==> config.mk <==
export PLATFORM = sky130hd
export DESIGN_NAME = sample_rate_derivative_core_flat
export DESIGN_NICKNAME = d
export VERILOG_FILES = /design/src/hw/rtl/srd_pkg.sv /design/src/hw/rtl/srd_in_if.sv /design/src/hw/rtl/srd_out_if.sv /design/src/hw/rtl/srd_cfg.sv /design/src/hw/rtl/srd_mdu.sv /design/src/hw/rtl/sample_rate_derivative_core.sv /design/src/flat_wrapper.sv
export SDC_FILE = /design/constraint.sdc
export NUM_CORES = 2
export LEC_CHECK = 0
export ABC_AREA = 1
export BUFFER_PORTS_ARGS = -buffer_cell sky130_fd_sc_hd__buf_4
export CAP_MARGIN = 10
export CORE_UTILIZATION = 35
export DETAILED_ROUTE_END_ITERATION = 6
export SKIP_CTS_REPAIR_TIMING = 1
export SYNTH_ARGS = -nofsm -noshare
export SYNTH_HDL_FRONTEND = slang
export SYNTH_HIERARCHICAL = 1
export SYNTH_SLANG_ARGS = --single-unit
==> constraint.sdc <==
create_clock -name clk -period 17.65 [get_ports clk]
set_clock_uncertainty 0.2 [all_clocks]
set_input_delay 3.53 -clock clk [delete_from_list [all_inputs] [get_ports clk]]
set_output_delay 3.53 -clock clk [all_outputs]
set_load 0.03 [all_outputs]
==> src/hw/rtl/srd_pkg.sv <==
// shared types and constants for the sample rate derivative block
package srd_pkg;

    localparam int TIME_W  = 64;
    localparam int VAL_W   = 48;
    localparam int SCALE_W = 25;
    localparam int PROD_W  = VAL_W + SCALE_W;
    localparam int CNT_W   = $clog2(PROD_W);
    localparam int ADDR_W  = 3;
    localparam int DATA_W  = 32;

    localparam logic [ADDR_W-1:0] ADDR_MODE  = ADDR_W'(0);
    localparam logic [ADDR_W-1:0] ADDR_SCALE = ADDR_W'(4);

    localparam logic [SCALE_W-1:0] SCALE_RESET = SCALE_W'(1000000);

    localparam logic [VAL_W-1:0] VAL_MAX = {1'b0, {(VAL_W-1){1'b1}}};
    localparam logic [VAL_W-1:0] VAL_MIN = {1'b1, {(VAL_W-1){1'b0}}};

    typedef struct packed {
        logic               mode;
        logic [SCALE_W-1:0] time_scale;
    } srd_cfg_t;

    typedef struct packed {
        logic               start;
        logic               neg;
        logic [VAL_W-1:0]   vmag;
        logic [TIME_W-1:0]  tmag;
        logic [SCALE_W-1:0] scale;
    } srd_mdu_req_t;

    typedef struct packed {
        logic             busy;
        logic             done;
        logic             sat;
        logic [VAL_W-1:0] rate;
    } srd_mdu_rsp_t;

endpackage

==> src/hw/rtl/srd_in_if.sv <==
// sample request channel
interface srd_in_if
    import srd_pkg::*;
();
    logic                     valid;
    logic                     ready;
    logic                     series_start;
    logic signed [TIME_W-1:0] sample_time;
    logic signed [VAL_W-1:0]  sample_value;

    modport source (
        output valid,
        output series_start,
        output sample_time,
        output sample_value,
        input  ready
    );

    modport sink (
        input  valid,
        input  series_start,
        input  sample_time,
        input  sample_value,
        output ready
    );
endinterface

==> src/hw/rtl/srd_out_if.sv <==
// rate result channel
interface srd_out_if
    import srd_pkg::*;
();
    logic                     valid;
    logic                     ready;
    logic signed [TIME_W-1:0] out_time;
    logic signed [VAL_W-1:0]  rate_value;
    logic                     saturated;

    modport source (
        output valid,
        output out_time,
        output rate_value,
        output saturated,
        input  ready
    );

    modport sink (
        input  valid,
        input  out_time,
        input  rate_value,
        input  saturated,
        output ready
    );
endinterface

==> src/hw/rtl/srd_cfg.sv <==
// apb configuration registers for mode and time scale
module srd_cfg
    import srd_pkg::*;
(
    input  logic              clk,
    input  logic              rst_n,
    input  logic              psel,
    input  logic              penable,
    input  logic              pwrite,
    input  logic [ADDR_W-1:0] paddr,
    input  logic [DATA_W-1:0] pwdata,
    output logic [DATA_W-1:0] prdata,
    output logic              pready,
    output srd_cfg_t          cfg
);

    logic               mode_reg;
    logic               mode_next;
    logic [SCALE_W-1:0] scale_reg;
    logic [SCALE_W-1:0] scale_next;
    logic               wr_en;

    assign pready = 1'b1;
    assign wr_en  = psel && penable && pwrite && pready;

    always_comb
    begin
        mode_next  = mode_reg;
        scale_next = scale_reg;
        if (wr_en)
        begin
            case (paddr)
                ADDR_MODE:  mode_next  = pwdata[0];
                ADDR_SCALE: scale_next = pwdata[SCALE_W-1:0];
                default:    ;
            endcase
        end
    end

    always_ff @(posedge clk or negedge rst_n)
    begin
        if (!rst_n)
        begin
            mode_reg  <= 1'b0;
            scale_reg <= SCALE_RESET;
        end
        else
        begin
            mode_reg  <= mode_next;
            scale_reg <= scale_next;
        end
    end

    always_comb
    begin
        case (paddr)
            ADDR_MODE:  prdata = {{(DATA_W-1){1'b0}}, mode_reg};
            ADDR_SCALE: prdata = {{(DATA_W-SCALE_W){1'b0}}, scale_reg};
            default:    prdata = '0;
        endcase
    end

    assign cfg.mode       = mode_reg;
    assign cfg.time_scale = scale_reg;

endmodule

==> src/hw/rtl/srd_mdu.sv <==
// bit-serial multiply by time scale, then bit-serial divide by time difference
module srd_mdu
    import srd_pkg::*;
(
    input  logic         clk,
    input  logic         rst_n,
    input  srd_mdu_req_t req,
    output srd_mdu_rsp_t rsp
);

    localparam logic [1:0] M_IDLE = 2'd0;
    localparam logic [1:0] M_MUL  = 2'd1;
    localparam logic [1:0] M_DIV  = 2'd2;
    localparam logic [1:0] M_FIX  = 2'd3;

    logic [1:0]        state_reg;
    logic [1:0]        state_next;
    logic [CNT_W-1:0]  cnt_reg;
    logic [CNT_W-1:0]  cnt_next;
    logic [PROD_W-1:0] prod_reg;
    logic [PROD_W-1:0] prod_next;
    logic [TIME_W-1:0] rem_reg;
    logic [TIME_W-1:0] rem_next;
    logic [TIME_W-1:0] dvs_reg;
    logic [TIME_W-1:0] dvs_next;
    logic [VAL_W-1:0]  vmag_reg;
    logic [VAL_W-1:0]  vmag_next;
    logic              neg_reg;
    logic              neg_next;
    logic              done_reg;
    logic              done_next;
    logic              sat_reg;
    logic              sat_next;
    logic [VAL_W-1:0]  rate_reg;
    logic [VAL_W-1:0]  rate_next;

    logic [VAL_W:0]    mul_sum;
    logic [TIME_W:0]   div_shift;
    logic [TIME_W+1:0] div_diff;
    logic              div_take;
    logic              over;
    logic [VAL_W-1:0]  mag;

    // one multiplier bit per cycle, lsb first
    assign mul_sum = {1'b0, prod_reg[PROD_W-1:SCALE_W]}
                   + (prod_reg[0] ? {1'b0, vmag_reg} : {(VAL_W+1){1'b0}});

    // restoring divide, one quotient bit per cycle
    assign div_shift = {rem_reg, prod_reg[PROD_W-1]};
    assign div_diff  = {1'b0, div_shift} - {2'b00, dvs_reg};
    assign div_take  = !div_diff[TIME_W+1];

    // clip magnitude to the signed range
    always_comb
    begin
        if (neg_reg)
        begin
            over = (|prod_reg[PROD_W-1:VAL_W])
                || (prod_reg[VAL_W-1] && (|prod_reg[VAL_W-2:0]));
        end
        else
        begin
            over = |prod_reg[PROD_W-1:VAL_W-1];
        end
        if (over)
        begin
            mag = neg_reg ? VAL_MIN : VAL_MAX;
        end
        else
        begin
            mag = prod_reg[VAL_W-1:0];
        end
    end

    always_comb
    begin
        state_next = state_reg;
        cnt_next   = cnt_reg;
        prod_next  = prod_reg;
        rem_next   = rem_reg;
        dvs_next   = dvs_reg;
        vmag_next  = vmag_reg;
        neg_next   = neg_reg;
        done_next  = 1'b0;
        sat_next   = sat_reg;
        rate_next  = rate_reg;
        case (state_reg)
            M_IDLE:
            begin
                if (req.start)
                begin
                    prod_next  = {{VAL_W{1'b0}}, req.scale};
                    dvs_next   = req.tmag;
                    vmag_next  = req.vmag;
                    neg_next   = req.neg;
                    cnt_next   = CNT_W'(SCALE_W - 1);
                    state_next = M_MUL;
                end
            end
            M_MUL:
            begin
                prod_next = {mul_sum, prod_reg[SCALE_W-1:1]};
                cnt_next  = cnt_reg - CNT_W'(1);
                if (cnt_reg == '0)
                begin
                    cnt_next   = CNT_W'(PROD_W - 1);
                    rem_next   = '0;
                    state_next = M_DIV;
                end
            end
            M_DIV:
            begin
                prod_next = {prod_reg[PROD_W-2:0], div_take};
                rem_next  = div_take ? div_diff[TIME_W-1:0] : div_shift[TIME_W-1:0];
                cnt_next  = cnt_reg - CNT_W'(1);
                if (cnt_reg == '0)
                begin
                    state_next = M_FIX;
                end
            end
            M_FIX:
            begin
                sat_next   = over;
                rate_next  = neg_reg ? (VAL_W'(0) - mag) : mag;
                done_next  = 1'b1;
                state_next = M_IDLE;
            end
            default:
            begin
                state_next = M_IDLE;
            end
        endcase
    end

    always_ff @(posedge clk or negedge rst_n)
    begin
        if (!rst_n)
        begin
            state_reg <= M_IDLE;
            cnt_reg   <= '0;
            done_reg  <= 1'b0;
        end
        else
        begin
            state_reg <= state_next;
            cnt_reg   <= cnt_next;
            done_reg  <= done_next;
        end
    end

    always_ff @(posedge clk)
    begin
        prod_reg <= prod_next;
        rem_reg  <= rem_next;
        dvs_reg  <= dvs_next;
        vmag_reg <= vmag_next;
        neg_reg  <= neg_next;
        sat_reg  <= sat_next;
        rate_reg <= rate_next;
    end

    assign rsp.busy = (state_reg != M_IDLE);
    assign rsp.done = done_reg;
    assign rsp.sat  = sat_reg;
    assign rsp.rate = rate_reg;

    a_start_idle: assert property (@(posedge clk) disable iff (!rst_n)
        req.start |-> state_reg == M_IDLE)
        else $error("mdu started while busy");

    a_done_after_fix: assert property (@(posedge clk) disable iff (!rst_n)
        done_reg |-> $past(state_reg) == M_FIX)
        else $error("mdu done without final step");

    a_rem_below_divisor: assert property (@(posedge clk) disable iff (!rst_n)
        state_reg == M_DIV |-> rem_reg < dvs_reg)
        else $error("divider remainder out of range");

endmodule

==> src/hw/rtl/sample_rate_derivative_core.sv <==
// sample rate derivative top level: one item accepted, worked, and handed on
// Each accepted sample yields one result. A first sample, an equal timestamp,
// a falling step in non-negative mode or an unchanged value does not use the
// bit-serial unit: a first sample gives its own value as the result, the
// others give zero. Any other sample goes through a bit-serial unit: shift-add
// to form the value change times time_scale (73 bits), then restoring division
// by the 64-bit time difference, one quotient bit per cycle, plus clipping and
// hand-off. A new sample is taken only after the previous one has reached the
// output register; that register holds its result until the sink takes it.
// For the bit-serial path rate_value is (value change * time_scale) / time
// change in the same fixed-point format as the values, truncated toward zero
// and clipped to 48 bits with saturated raised on clipping.
module sample_rate_derivative_core
    import srd_pkg::*;
(
    input  logic              clk,
    input  logic              rst_n,
    input  logic              psel,
    input  logic              penable,
    input  logic              pwrite,
    input  logic [ADDR_W-1:0] paddr,
    input  logic [DATA_W-1:0] pwdata,
    output logic [DATA_W-1:0] prdata,
    output logic              pready,
    srd_in_if.sink            in_ch,
    srd_out_if.source         out_ch
);

    localparam logic [1:0] S_IDLE = 2'd0;
    localparam logic [1:0] S_WAIT = 2'd1;
    localparam logic [1:0] S_FIN  = 2'd2;

    srd_cfg_t     cfg;
    srd_mdu_req_t mdu_req;
    srd_mdu_rsp_t mdu_rsp;

    logic [1:0]        state_reg;
    logic [1:0]        state_next;
    logic              have_prev_reg;
    logic              have_prev_next;
    logic [TIME_W-1:0] prev_time_reg;
    logic [TIME_W-1:0] prev_time_next;
    logic [VAL_W-1:0]  prev_value_reg;
    logic [VAL_W-1:0]  prev_value_next;
    logic [TIME_W-1:0] hold_time_reg;
    logic [TIME_W-1:0] hold_time_next;
    logic [VAL_W-1:0]  res_rate_reg;
    logic [VAL_W-1:0]  res_rate_next;
    logic              res_sat_reg;
    logic              res_sat_next;
    logic              out_valid_reg;
    logic              out_valid_next;
    logic [TIME_W-1:0] out_time_reg;
    logic [TIME_W-1:0] out_time_next;
    logic [VAL_W-1:0]  out_rate_reg;
    logic [VAL_W-1:0]  out_rate_next;
    logic              out_sat_reg;
    logic              out_sat_next;

    logic              accept;
    logic              first;
    logic              zero_res;
    logic [TIME_W:0]   tdiff;
    logic [TIME_W-1:0] tdiff_rev;
    logic              tneg;
    logic [TIME_W-1:0] tmag;
    logic [VAL_W:0]    vdiff;
    logic [VAL_W-1:0]  vdiff_rev;
    logic              vneg;
    logic [VAL_W-1:0]  vmag;
    logic              out_load;

    srd_cfg u_cfg (
        .clk     (clk),
        .rst_n   (rst_n),
        .psel    (psel),
        .penable (penable),
        .pwrite  (pwrite),
        .paddr   (paddr),
        .pwdata  (pwdata),
        .prdata  (prdata),
        .pready  (pready),
        .cfg     (cfg)
    );

    srd_mdu u_mdu (
        .clk   (clk),
        .rst_n (rst_n),
        .req   (mdu_req),
        .rsp   (mdu_rsp)
    );

    assign in_ch.ready = (state_reg == S_IDLE);
    assign accept      = in_ch.valid && in_ch.ready;

    // exact differences against the previous raw sample
    assign tdiff     = {in_ch.sample_time[TIME_W-1], in_ch.sample_time}
                     - {prev_time_reg[TIME_W-1], prev_time_reg};
    assign tdiff_rev = prev_time_reg - in_ch.sample_time;
    assign tneg      = tdiff[TIME_W];
    assign tmag      = tneg ? tdiff_rev : tdiff[TIME_W-1:0];

    assign vdiff     = {in_ch.sample_value[VAL_W-1], in_ch.sample_value}
                     - {prev_value_reg[VAL_W-1], prev_value_reg};
    assign vdiff_rev = prev_value_reg - in_ch.sample_value;
    assign vneg      = vdiff[VAL_W];
    assign vmag      = vneg ? vdiff_rev : vdiff[VAL_W-1:0];

    assign first    = in_ch.series_start || !have_prev_reg;
    assign zero_res = (tdiff == '0) || (cfg.mode && vneg) || (vmag == '0);

    assign mdu_req.start = accept && !first && !zero_res;
    assign mdu_req.neg   = vneg ^ tneg;
    assign mdu_req.vmag  = vmag;
    assign mdu_req.tmag  = tmag;
    assign mdu_req.scale = cfg.time_scale;

    assign out_load = (state_reg == S_FIN) && (!out_valid_reg || out_ch.ready);

    always_comb
    begin
        state_next      = state_reg;
        have_prev_next  = have_prev_reg;
        prev_time_next  = prev_time_reg;
        prev_value_next = prev_value_reg;
        hold_time_next  = hold_time_reg;
        res_rate_next   = res_rate_reg;
        res_sat_next    = res_sat_reg;
        case (state_reg)
            S_IDLE:
            begin
                if (accept)
                begin
                    have_prev_next  = 1'b1;
                    prev_time_next  = in_ch.sample_time;
                    prev_value_next = in_ch.sample_value;
                    hold_time_next  = in_ch.sample_time;
                    res_sat_next    = 1'b0;
                    if (first)
                    begin
                        res_rate_next = in_ch.sample_value;
                        state_next    = S_FIN;
                    end
                    else if (zero_res)
                    begin
                        res_rate_next = '0;
                        state_next    = S_FIN;
                    end
                    else
                    begin
                        state_next = S_WAIT;
                    end
                end
            end
            S_WAIT:
            begin
                if (mdu_rsp.done)
                begin
                    res_rate_next = mdu_rsp.rate;
                    res_sat_next  = mdu_rsp.sat;
                    state_next    = S_FIN;
                end
            end
            S_FIN:
            begin
                if (out_load)
                begin
                    state_next = S_IDLE;
                end
            end
            default:
            begin
                state_next = S_IDLE;
            end
        endcase
    end

    always_comb
    begin
        out_valid_next = out_valid_reg;
        out_time_next  = out_time_reg;
        out_rate_next  = out_rate_reg;
        out_sat_next   = out_sat_reg;
        if (out_load)
        begin
            out_valid_next = 1'b1;
            out_time_next  = hold_time_reg;
            out_rate_next  = res_rate_reg;
            out_sat_next   = res_sat_reg;
        end
        else if (out_ch.ready)
        begin
            out_valid_next = 1'b0;
        end
    end

    always_ff @(posedge clk or negedge rst_n)
    begin
        if (!rst_n)
        begin
            state_reg      <= S_IDLE;
            have_prev_reg  <= 1'b0;
            prev_time_reg  <= '0;
            prev_value_reg <= '0;
            out_valid_reg  <= 1'b0;
        end
        else
        begin
            state_reg      <= state_next;
            have_prev_reg  <= have_prev_next;
            prev_time_reg  <= prev_time_next;
            prev_value_reg <= prev_value_next;
            out_valid_reg  <= out_valid_next;
        end
    end

    always_ff @(posedge clk)
    begin
        hold_time_reg <= hold_time_next;
        res_rate_reg  <= res_rate_next;
        res_sat_reg   <= res_sat_next;
        out_time_reg  <= out_time_next;
        out_rate_reg  <= out_rate_next;
        out_sat_reg   <= out_sat_next;
    end

    assign out_ch.valid      = out_valid_reg;
    assign out_ch.out_time   = out_time_reg;
    assign out_ch.rate_value = out_rate_reg;
    assign out_ch.saturated  = out_sat_reg;

    a_one_at_a_time: assert property (@(posedge clk) disable iff (!rst_n)
        accept |=> !in_ch.ready)
        else $error("request taken while previous one in flight");

    a_result_from_fin: assert property (@(posedge clk) disable iff (!rst_n)
        $rose(out_valid_reg) |-> $past(state_reg) == S_FIN)
        else $error("result shown without a finished request");

    a_sat_at_bound: assert property (@(posedge clk) disable iff (!rst_n)
        out_valid_reg && out_sat_reg |-> out_rate_reg == VAL_MAX || out_rate_reg == VAL_MIN)
        else $error("saturated rate not at a bound");

    a_mdu_only_in_wait: assert property (@(posedge clk) disable iff (!rst_n)
        mdu_rsp.busy |-> state_reg == S_WAIT)
        else $error("divider busy outside wait state");

endmodule
==> src/flat_wrapper.sv <==
// flat-port wrapper written by rule: the top's interface ports become plain ports
module sample_rate_derivative_core_flat import srd_pkg::*;
  (clk, rst_n, psel, penable, pwrite, paddr, pwdata, prdata, pready, in_ch_valid, in_ch_series_start, in_ch_sample_time, in_ch_sample_value, in_ch_ready, out_ch_valid, out_ch_out_time, out_ch_rate_value, out_ch_saturated, out_ch_ready);
  srd_in_if in_ch_i ();
  srd_out_if out_ch_i ();
  input  logic clk;
  input  logic rst_n;
  input  logic psel;
  input  logic penable;
  input  logic pwrite;
  input  logic [ADDR_W-1:0] paddr;
  input  logic [DATA_W-1:0] pwdata;
  output logic [DATA_W-1:0] prdata;
  output logic pready;
  input wire logic [$bits(in_ch_i.valid)-1:0] in_ch_valid;
  input wire logic [$bits(in_ch_i.series_start)-1:0] in_ch_series_start;
  input wire logic [$bits(in_ch_i.sample_time)-1:0] in_ch_sample_time;
  input wire logic [$bits(in_ch_i.sample_value)-1:0] in_ch_sample_value;
  output wire logic [$bits(in_ch_i.ready)-1:0] in_ch_ready;
  output wire logic [$bits(out_ch_i.valid)-1:0] out_ch_valid;
  output wire logic [$bits(out_ch_i.out_time)-1:0] out_ch_out_time;
  output wire logic [$bits(out_ch_i.rate_value)-1:0] out_ch_rate_value;
  output wire logic [$bits(out_ch_i.saturated)-1:0] out_ch_saturated;
  input wire logic [$bits(out_ch_i.ready)-1:0] out_ch_ready;
  assign in_ch_i.valid = in_ch_valid;
  assign in_ch_i.series_start = in_ch_series_start;
  assign in_ch_i.sample_time = in_ch_sample_time;
  assign in_ch_i.sample_value = in_ch_sample_value;
  assign in_ch_ready = in_ch_i.ready;
  assign out_ch_valid = out_ch_i.valid;
  assign out_ch_out_time = out_ch_i.out_time;
  assign out_ch_rate_value = out_ch_i.rate_value;
  assign out_ch_saturated = out_ch_i.saturated;
  assign out_ch_i.ready = out_ch_ready;
  sample_rate_derivative_core u_core (.clk(clk), .rst_n(rst_n), .psel(psel), .penable(penable), .pwrite(pwrite), .paddr(paddr), .pwdata(pwdata), .prdata(prdata), .pready(pready), .in_ch(in_ch_i), .out_ch(out_ch_i));
endmodule
Yosys cells after proc, flatten, opt, wreduce, memory -nomap -nowiden
Index checks and enable logic that the tools add are counted.
{"block": "word_totals", "elab_cells": 123, "register_bits": 677}
{"block": "classes", "eq_ne": 13, "n_reduce_logical": 41, "n_addsub": 8, "n_mux": 37, "bitwise": 1}
{"op": "$mux 48", "n": 9}
{"op": "$pmux 73 s3", "n": 1}
{"op": "$mux 64", "n": 3}
{"op": "$pmux 64 s2", "n": 1}
{"op": "$pmux 48 s2", "n": 1}
{"op": "$mux 73", "n": 1}
{"op": "$sub 65x64->66", "n": 1}
{"op": "$logic_not 65->1", "n": 1}
{"op": "$sub 64x64->65", "n": 1}
{"op": "$sub 64x64->64", "n": 1}
{"op": "$pmux 25 s2", "n": 1}
{"op": "$add 48x49->49", "n": 1}
{"op": "$sub 48x48->49", "n": 1}
{"op": "$logic_not 48->1", "n": 1}
{"op": "$sub 1x48->48 const A", "n": 1}
{"op": "$sub 48x48->48", "n": 1}
{"op": "$reduce_or 47->1", "n": 1}
{"op": "$reduce_or 26->1", "n": 1}
{"op": "$reduce_or 25->1", "n": 1}
{"op": "$pmux 7 s3", "n": 1}
{"op": "$mux 2", "n": 8}
{"op": "$mux 7", "n": 2}
{"op": "$reduce_and 2->1", "n": 6}
{"op": "$reduce_and 3->1", "n": 3}
{"op": "other kinds (21)", "n": 51}

Logic depth before layout (Yosys ltp)
{"block": "logic_depth", "word_depth": 8, "mapped_depth": 33}

Modules after synthesis
The synthesis kept the hierarchy.
{"module": "sample_rate_derivative_core", "area_per_inst_um2": 31933.1, "n_inst": 1, "cells_each": 5116}
{"module": "srd_mdu", "area_per_inst_um2": 22394.0, "n_inst": 1, "cells_each": 3068}
{"module": "srd_cfg", "area_per_inst_um2": 1521.5, "n_inst": 1, "cells_each": 189}

Least setup slack after synthesis
Ideal clock, no wire load.
{"block": "synth_path", "kind": "input to register", "from": "in in_ch_sample_value[0]", "to": "reg u_core.u_mdu.cnt_reg[3]", "slack_ns": 6.989, "t_arrival_ns": 10.320, "path_stages": 32, "cell_sequence": "inv_1 ha_1 fa_1 inv_1 nand3_1 nand2_1 nand2_1 nand2_1 nand2_1 nand2_1 nand2_2 nand3_2 nand2_4 nand2_4 inv_2 buf_4 nand2_1 nand2_1 nand2_1 nor2_1 nand2_1 nor2_1 nand3_1 nand3_1 inv_1 nor2_1 nor2_1 inv_1 nor2_1 o21ai_0 o21ai_0 o21ai_0"}
{"item": "from (decl)", "line": "flat_wrapper.sv:18", "rtl": "input wire logic [$bits(in_ch_i.sample_value)-1:0] in_ch_sample_value;"}
{"item": "to (signal assigned)", "line": "srd_mdu.sv:146", "rtl": "cnt_reg <= cnt_next;"}
{"item": "to (decl)", "line": "srd_mdu.sv:18", "rtl": "logic [CNT_W-1:0] cnt_reg;"}

==> metrics.cfg <==
[outcome]
status = finished, final reports clean

[power_and_ir_drop]
p_total_mw = 3.94
ir_drop_mv = 0.0780
p_leak_nw = 32.2
power-per-cell-area_nw_per_um2 = 62.8

[floorplan]
dieWidth_um = 401
coreArea_sq_um = 158000
die_area_sq_um = 161000
ios = 303
row_count = 146
start_util = 0.353
die_h_um = 401

[timing]
hold_violations = 0
rsz0062_at_grt = false
tightest_slew_ns = 1.26
period_share = 0.574
slew_viol_final = 0
finalCriticalPeriod_ns = 10.13
setup-tns-final_ns = 0
fmaxAchievable_mhz = 98.7
setup_viol = 0
slew_headroom = 0.159

[setup_path]
cp_common_cell = nand2_1
critPathArrivalTime_ns = 10.24
crit_slowest_cell = buf_4
reg2reg_to = u_core/u_mdu/dvs_reg[56]$_DFFE_PP_
r2r_cells = 27
worstPathRequired_ns = 17.76
crit_type = in -> reg
cp-start-kind = input pin
cp-startpoint = in_ch_sample_value[0]
reg2reg_slack_ns = 10.21
crit_fanout = 72
endpoint_kind = flop
r2r_start = u_core/prev_value_reg[0]$_DFFE_PN0P_
cpPeakStageDelay_ns = 0.75

[grt]
grt_busiest_layer = met1
grt_pass1_wl_mm = 306
grtUsageMet2 = 0.368
gr-total-overflow = 0
grt_max_degree = 165
grt_usage = 0.249
grt_pass1_vias = 50300
met1_usage = 0.379
met3_usage = 0.0338
antenna_found_initial = 6

[yosys]
synthAdderAreaFrac = 0.0788
async_flop_share = 0.225
syn_inst = 8373
seq_area_frac_synth = 0.351
synth_top_family_by_area = simple AND/OR/NAND/NOR gates
yosysWarningCount = 6
synthSimpleGateAreaFrac = 0.298
synthMuxAreaShare = 0.000179
synth_compound_area_frac = 0.125
synth_cell_types = 60
ys_seq_elements = 677
synth-xor-area-share = 0.0257
synth_edf_count = 525
netlist_area_sq_um = 55800
ys.flop_type = edfxtp_1
synth_area_per_cell_sq_um = 6.67

[place]
placed_cell_area_sq_um = 60000
dp_hpwl_mm = 169
io_buffers = 287
place_congestion = 0.969

[worst_hold_path]
whs_path_depth = 0
holdCritPathClass = reg -> reg
min-delay-start = u_core/hold_time_reg[7]$_DFFE_PP_
hold_end = u_core/out_ch.out_time[7]$_DFFE_PP_

[final_layout]
fin_util = 0.396
fin_area_sq_um = 62700
largest_reg_flops = 73
layout-drive-gt1-share = 0.0587
syn_to_final_growth_pct = 12.3
finalNetCount = 9084

[cts]
insertion_delay_ns = 0.71
clk_pin_slew_ns = 0.06
htree_num_levels = 3
clkSinkCount = 677
tritoncts = done
clockBufferDepth = 3
numCtsBuffers = 80
clockRootBuffer = clkbuf_16

[detailed_routing]
drtIter0Drc = 5143
drc = 0
drtAntennaViolNets = 0
first_pass_iters = 6
viasPerCell = 5.04
vias = 54000
wl_per_cell_um = 19.2
wl_mm = 206

[run]
maxCapViolCount = 0

[cell usage after synthesis, types with 6 or more instances]
master	instances	area share
nand2_2	9	0.0010
fa_1	6	0.0022
nor2_1	861	0.058
nand4_1	80	0.0090
xor2_1	130	0.020
dfstp_2	7	0.0033
edfxtp_1	525	0.28
nor2_2	14	0.0016
a21oi_1	541	0.048
o31ai_1	53	0.0071
clkbuf_2	9	0.00081
o21ai_1	18	0.0016
a31oi_1	44	0.0049
a21o_1	33	0.0044
ha_1	342	0.077
nand2_1	2697	0.18
o21a_1	23	0.0031
buf_1	14	0.00094
dfrtp_1	145	0.065
nor4_1	12	0.0013
buf_4	24	0.0032
nand3b_1	19	0.0026
clkbuf_1	97	0.0065
xnor2_1	34	0.0053
o2111ai_1	7	0.0011
o21bai_1	62	0.0083
a21boi_0	12	0.0016
buf_2	49	0.0044
nand3_1	391	0.035
o21ai_0	445	0.040
inv_1	1549	0.10
nor3_1	40	0.0036
or2_2	8	0.00090
inv_2	13	0.00087
o211ai_1	10	0.0013
[critical path, delay by kind of cell]
| kind | cells | cell delay [ns] |
|---|---|---|
| adders and majority gates | 2 | 0.65 |
| buffers and inverters | 8 | 2.72 |
| and+or+nand+nor | 19 | 3.15 |
[metrics by stage]
stage                     hold WS (ns)  cells  worst slack (ns)
after detailed placement         0.205  10600              6.98
final                            0.178  10700              7.52
after floorplan                  0.200   8379              6.99
after global placement           0.200  10600              7.03
after global routing             0.173  10700              7.01
after CTS                        0.162  10700              7.72
[layout make-up]
type                    instances  area, sq um
flip-flops and latches        677        19600
diodes                          2         5.00
well taps                    2072         2590
clock buffers                 110         2140
inverters                    1567         5890
repair buffers                316         2400
multi-input cells            5939        29600
fillers                     16800        95700
clock inverters                40          547
[cell usage in the layout (no fill, tap or decap), types with 145 or more instances in the layout]
cell and count:
nand3_1 391, nand2_1 2695, ha_1 340, a21oi_1 540, buf_4 313, nor2_1 856, dfrtp_1 145, edfxtp_1 525
o21ai_0 445, inv_1 1546
[power by group]
part	leakage [nW]	switching, mW	total [mW]	internal [mW]
Sequential	7.15	0.0118	1.74	1.73
Combinational	23.7	0.354	0.497	0.143
Clock	1.28	0.728	1.70	0.972
[kinds of logic after synthesis]
logic type / Yosys count
DFF: 677
muxes: 1
xor gates and xnor gates: 164
adders and majority gates: 348
and+or+nand+nor: 4149
AOI/OAI and AO/OA: 1269
other: 2
buffers and inverters: 1763
[worst max-delay path by stage]
stage,to,slack (ns),cells after the start
6_report,u_core/u_mdu/dvs_reg[56]$_DFFE_PP_,7.52,29
3_5_place_dp,u_core/u_mdu/dvs_reg[46]$_DFFE_PP_,6.98,29
2_1_floorplan,u_core/u_mdu/cnt_reg[3]$_DFFE_PN0P_,6.99,32
5_1_grt,u_core/u_mdu/dvs_reg[56]$_DFFE_PP_,7.01,29
4_1_cts,u_core/u_mdu/dvs_reg[56]$_DFFE_PP_,7.72,29
3_3_place_gp,u_core/u_mdu/dvs_reg[62]$_DFFE_PP_,7.03,29
[per-layer routing]
metal  vias to the layer above  wire length (um)
met4                         0              4200
met5                         -                 0
met3                       200             14400
met2                      1700             85500
met1                     25300            102000
li1                      26900                 -
Note: power is estimated with default switching activity, not from simulation.
